===== config.mk =====
export PLATFORM = sky130hd
export DESIGN_NAME = sip_div
export DESIGN_NICKNAME = d
export VERILOG_FILES = /design/src/rtl/speed_interval_propagation_assert.svh /design/src/rtl/sip_div.sv
export SDC_FILE = /design/constraint.sdc
export NUM_CORES = 2
export LEC_CHECK = 0
export BUFFER_PORTS_ARGS = -buffer_cell sky130_fd_sc_hd__buf_4
export CORE_AREA = 2 2 466 468
export DETAILED_ROUTE_END_ITERATION = 10
export DIE_AREA = 0 0 468 470
export PLACE_DENSITY = 0.76
export SYNTH_ARGS = -nofsm -noshare
export SYNTH_HDL_FRONTEND = slang
export SYNTH_SLANG_ARGS = --single-unit

===== constraint.sdc =====
create_clock -name clk -period 7 [get_ports clk]
set_input_delay 2.1 -clock clk [delete_from_list [all_inputs] [get_ports clk]]
set_output_delay 2.1 -clock clk [all_outputs]
set_load 0.05 [all_outputs]

===== src/rtl/speed_interval_propagation_assert.svh =====
// Assertion macros for the speed interval propagation block.
// Used by the top level; expects clk and arst_n in scope.
`ifndef SPEED_INTERVAL_PROPAGATION_ASSERT_SVH
`define SPEED_INTERVAL_PROPAGATION_ASSERT_SVH

// Implication checked at every clock edge outside reset
`define SIP_ASSERT_IMPL(lbl, ante, cons, msg) \
	lbl: assert property (@(posedge clk) disable iff (!arst_n) (ante) |-> (cons)) \
		else $error(msg);

// Condition that must never hold outside reset
`define SIP_ASSERT_NEVER(lbl, cond, msg) \
	lbl: assert property (@(posedge clk) disable iff (!arst_n) !(cond)) \
		else $error(msg);

`endif


===== src/rtl/sip_div.sv =====
// Pipelined restoring divider, one quotient bit per stage.
// Standalone; used by the speed interval propagation top level.
`timescale 1ns / 1ps

module sip_div #(
	parameter int QW = 40,
	parameter int DW = 24
) (
	input  logic          clk,
	input  logic [QW-1:0] num,
	input  logic [DW-1:0] den,
	output logic [QW-1:0] quo
);

	logic [DW-1:0] rem_s [0:QW];
	logic [QW-1:0] num_s [0:QW];
	logic [QW-1:0] quo_s [0:QW];
	logic [DW-1:0] den_s [0:QW];

	logic [DW-1:0] rem_n [1:QW];
	logic [QW-1:0] num_n [1:QW];
	logic [QW-1:0] quo_n [1:QW];

	assign rem_s[0] = '0;
	assign num_s[0] = num;
	assign quo_s[0] = '0;
	assign den_s[0] = den;

	// one trial subtract per stage
	always_comb begin
		logic [DW:0] trial;
		logic        ge;
		for (int j = 0; j < QW; j++) begin
			trial = {rem_s[j], num_s[j][QW-1]};
			ge = trial >= {1'b0, den_s[j]};
			rem_n[j+1] = ge ? DW'(trial - {1'b0, den_s[j]}) : trial[DW-1:0];
			quo_n[j+1] = {quo_s[j][QW-2:0], ge};
			num_n[j+1] = num_s[j] << 1;
		end
	end

	// stage registers
	for (genvar g = 1; g <= QW; g++) begin : g_stage
		always_ff @(posedge clk) begin
			rem_s[g] <= rem_n[g];
			quo_s[g] <= quo_n[g];
			num_s[g] <= num_n[g];
			den_s[g] <= den_s[g-1];
		end
	end

	assign quo = quo_s[QW];

endmodule


* Word-level counts from Yosys, hierarchy flattened *
Index checks and enable logic that the tools add are counted.

storage, ports and cells
  bits in registers = 3,472
  word-level logic and storage cells = 276

operators by class
  add/subtract/negate cells = 39
  $lt $le $gt $ge = 40
  mux-type cells = 39

operators by type and width
  operator          count
  $ge A25 B24 Y1    39
  $mux W24          38
  $sub A24 B24 Y24  38
  $ge A1 B24 Y1     1
  $sub A1 B24 Y24   1
  $mux W1           1

* Longest topological paths before layout *
  depth after elaboration = 2
  mapped depth = 14
  depth with buffers taken out = 12

* Worst setup path after synthesis *
OpenSTA, ideal clock, no wires.

  kind = input to register
  start = in num[39]
  end = reg rem_s[941] in the netlist's numbering
  library setup time = 60 ps
  arrival = 3,662 ps
  required time = 6,940 ps
  path slack = 3,278 ps
  cell stages on the path = 9
  path buffers = 2
  cell sequence = inv_1 ha_1 clkbuf_1 inv_1 ha_1 a21oi_1 nor3b_1 clkbuf_1 o41a_1

RTL lines
  element                        line           RTL
  start, declared                sip_div.sv:10  input logic [QW-1:0] num,
  end signal, assigned by index  sip_div.sv:45  rem_s[g] <= rem_n[g];
  end, declared                  sip_div.sv:15  logic [DW-1:0] rem_s [0:QW];

* Worst setup path in the final report *
  start = in den[11]
  end = reg rem_s[958] in the netlist's numbering

between the ends
  longest elaborated chain between the ends = 1
  elaborated cells between the ends (all ways) = 2
  classes of those cells = add/sub: 1; order compare: 1

RTL lines
  element                                                  line                          RTL
  start, declared                                          sip_div.sv:11                 input logic [DW-1:0] den,
  $sub A1 B24 Y24 / $ge A1 B24 Y1 (equally long branches)  sip_div.sv:36, sip_div.sv:35

Several ways; a longest one is shown, not always the timed one.
A chain may end at the register's enable or synchronous reset.

==> metrics.txt <==
status=complete, no violations; Slew Viols, Final=0; met3 Use GR=0.0354; Total Power=around 62 mW; Pre-antenna DRT Iters=5; clock-pin slew on the worst setup and hold paths=60 ps; r2r setup slk=approximately 2800 ps; routing usage on met2=0.404; Clock Path Buffers=4; site row count=around 170; DR vias/cell=about 5.4; grt met1 use=0.305; antenna violations before repair=6; overall routing resource usage=0.236; Seq cells post-synth=3472; io pins=approximately 110; largest net degree at the start of global routing=51; logic gate share of total power=0.310; Num Clock Sinks=3472; library cells used by synthesis=89; CTS tree=built; DP HPWL=194000 µm; critical path required time=just under 8000 ps; Primary FF master, synth=dfxtp_1; die width=468 µm; Antenna Nets Post-Route=0; Design Area, Final=approximately 140000 µm²; crit path cell chain=buf_4 > nor4_1 > nand3_1 > nor3_1 > nor3b_2 > a21boi_0; hold_sp=quo_n[1131]$_DFF_P_; commonest non-fill, non-tap cell in the layout=dfxtp_1; reg-to-reg critical path startpoint=den_s[819]$_DFF_P_; dpl cell area=132000 µm²; CTS Hold Buffers Added=0; drt drc=0; Core ar.=around 220000 µm²; Max Clock Freq=0.208 GHz; part of the power in registers=0.396; Vert. Die Dim=between 400 and 500 µm; Yosys top cell area share=0.542; Mapped Nets=around 13000; sw frac=0.314; worst path arrival time=5630 ps; Post-Route Skew=67.7 ps; WHS Endpoint=quo_n[1092]$_DFF_P_; most frequent cells in the layout=dfxtp_1, inv_1, ha_1; post-synthesis async set-or-reset flop share=0; pwr dens=433 nW/µm²; Starting DRT DRC Count=around 5700; Die ar.=220000 µm²; GPL Wtd Cong=0.936; area leader, netlist=dfxtp_1; WP depth=6; clock network power share=0.295; post-synthesis average cell area=10.6 µm²; grt total ovfl=0; Hold Violations, Final=0; CP top delay family=simple AND/OR/NAND/NOR gates; Post-Syn Area=roughly 130000 µm²; top post-synthesis cells by area=dfxtp_1, ha_1, mux2_2; HP Class=reg2reg; WL/cell=17.1 µm; vias=84134; CTS root buf=clkbuf_16; Setup Fix Bufs, Post-CTS=0; final hold slack=269 ps; RSZ-0062 raised after global routing=false; Hold Crit Depth=0; reg2reg end=rem_s[804]$_DFF_P_; CTS Buf Count=347; final wirelength=264000 µm; first-pass GRT wire length=427000 µm; worst r2r path cells=11; P&R area growth vs syn=11.9%; worst slew pin tran=1280 ps; internal power=42.7 mW; PostCTS Resize Cnt=0; CP max stage cell=nor3b_2; Psw=19.5 mW; sequential area share after synthesis=0.542; share of cells above drive strength 1=0.105; crit start category=input pin; Leak=between 60 and 70 nW; Final setup viols=0; critical path capture point type=register; EDFF count, synth=0; worst skew pair latency=960 ps; Min Clock Period, post-route=4820 ps; busiest grt layer=met2; H-tree depth=5; Yosys warning total=0; Gate Count Post-Synth=approximately 12000; setup TNS=0 ps; FILL cells=16415; Largest stage delay, worst path=1150 ps; CP Class=in2reg; Critical path buffers and inverters=1; initial core utilization=0.594; Final Core Density=0.665; max capacitance violation total=0; vias in the first global route=about 84000; Worst VDD drop=0.000299 V; layout net count=13383; headroom to the max-slew limit=0.146; Final period util=0.688; Port Buf Inserts=approximately 100; worst-path maximum fanout=25
## worst register-to-register path: stages (launching register included)
cell and delay (ps):
dfxtp_1 330, inv_1 40, ha_1 370, and3_1 220, a21oi_1 170, a31oi_1 210, nor4_1 450, o21ai_0 210
a21o_1 250, a2111oi_0 460, o21a_1 910, mux2_2 440
## layer usage
layer  share of wire  vias up  routed length (µm)
met3           0.050      541               13300
met1            0.44    39524              116000
met2            0.48     2007              126000
met5               0        -                   0
li1                -    42062                   -
met4           0.029        0                7560
## registers in the layout (all words and copies together), names as in the netlist
signal / count
den_s: 936
num_s: 39
quo: 40
quo_n: 780
num_n: 741
rem_s: 936
## logic make-up after synthesis
kind of cell | count (synthesis) | synth area share
adder cells (fa/ha/maj) | 976 | 0.0975
buffers and inverters | 1430 | 0.0428
XOR/XNOR | 690 | 0.0471
multiplexers | 595 | 0.0521
AND/OR/NAND/NOR | 2252 | 0.0851
flip-flops | 3472 | 0.542
AO/OA/AOI/OAI | 2643 | 0.133
## power groups by stage
stage | registers (mW) | logic, mW | clock network, mW
3_5_place_dp | 25.0 | 18.8 | 0
2_1_floorplan | 24.4 | 15.1 | 0
3_3_place_gp | 25.0 | 18.4 | 0
5_1_grt | 24.9 | 21.4 | 19.5
4_1_cts | 24.7 | 19.1 | 18.8
6_report | 24.6 | 19.2 | 18.3
## layout make-up
| class | count | area (µm²) | share of cell area |
|---|---|---|---|
| clock buffers | 471 | 9710 | 0.0677 |
| clock inverters | 138 | 1680 | 0.0117 |
| inverters | 1232 | 4620 | 0.0322 |
| multi-input cells | 7156 | 53400 | 0.372 |
| well taps | 2854 | 3570 | 0.0249 |
| flip-flops and latches | 3472 | 69500 | 0.484 |
| repair buffers | 133 | 998 | 0.00696 |
| diodes | 1 | 2.50 | 0.0000174 |
## through the flow
| stage | setup WS [ps] | cells |
|---|---|---|
| finish | 2180 | 15457 |
| global route | 1960 | 15457 |
| CTS | 2320 | 15456 |
| detailed placement | 1350 | 14847 |
| global placement | 1880 | 14847 |
| floorplan | 3280 | 12058 |
## how the worst max path moves through the flow
stage	startpoint	endpoint
2_1_floorplan	num[39]	rem_s[941]$_SDFF_PP0_
3_3_place_gp	den[7]	rem_s[936]$_DFF_P_
3_5_place_dp	den[11]	rem_s[958]$_SDFF_PP0_
4_1_cts	den[11]	rem_s[958]$_SDFF_PP0_
5_1_grt	den[11]	rem_s[936]$_DFF_P_
6_report	den[11]	rem_s[958]$_SDFF_PP0_
## synthesized netlist by cell type, types with 18 or more instances
master,count
clkbuf_1,138
or3_1,49
nand3_1,163
a21oi_1,760
nand2b_1,114
o211ai_1,60
xor2_1,222
inv_1,1231
a21boi_0,55
nand2_1,552
o31ai_1,72
fa_1,38
a211oi_1,53
and4_1,26
nor3b_1,23
o21bai_1,93
a211o_1,31
nand3b_1,21
and2_1,37
buf_2,43
xnor2_1,468
mux2_2,508
nand4_1,133
o21ai_0,573
mux2i_1,70
or2_2,39
a311oi_1,26
and3_1,99
a31oi_1,96
a221o_1,18
o21a_1,130
nor4_1,39
dfxtp_1,3472
nor2b_1,139
nor3_1,142
a21o_1,360
o31a_1,50
a31o_2,23
nor2_1,644
ha_1,938
Note: power is estimated with default switching activity, not from simulation.
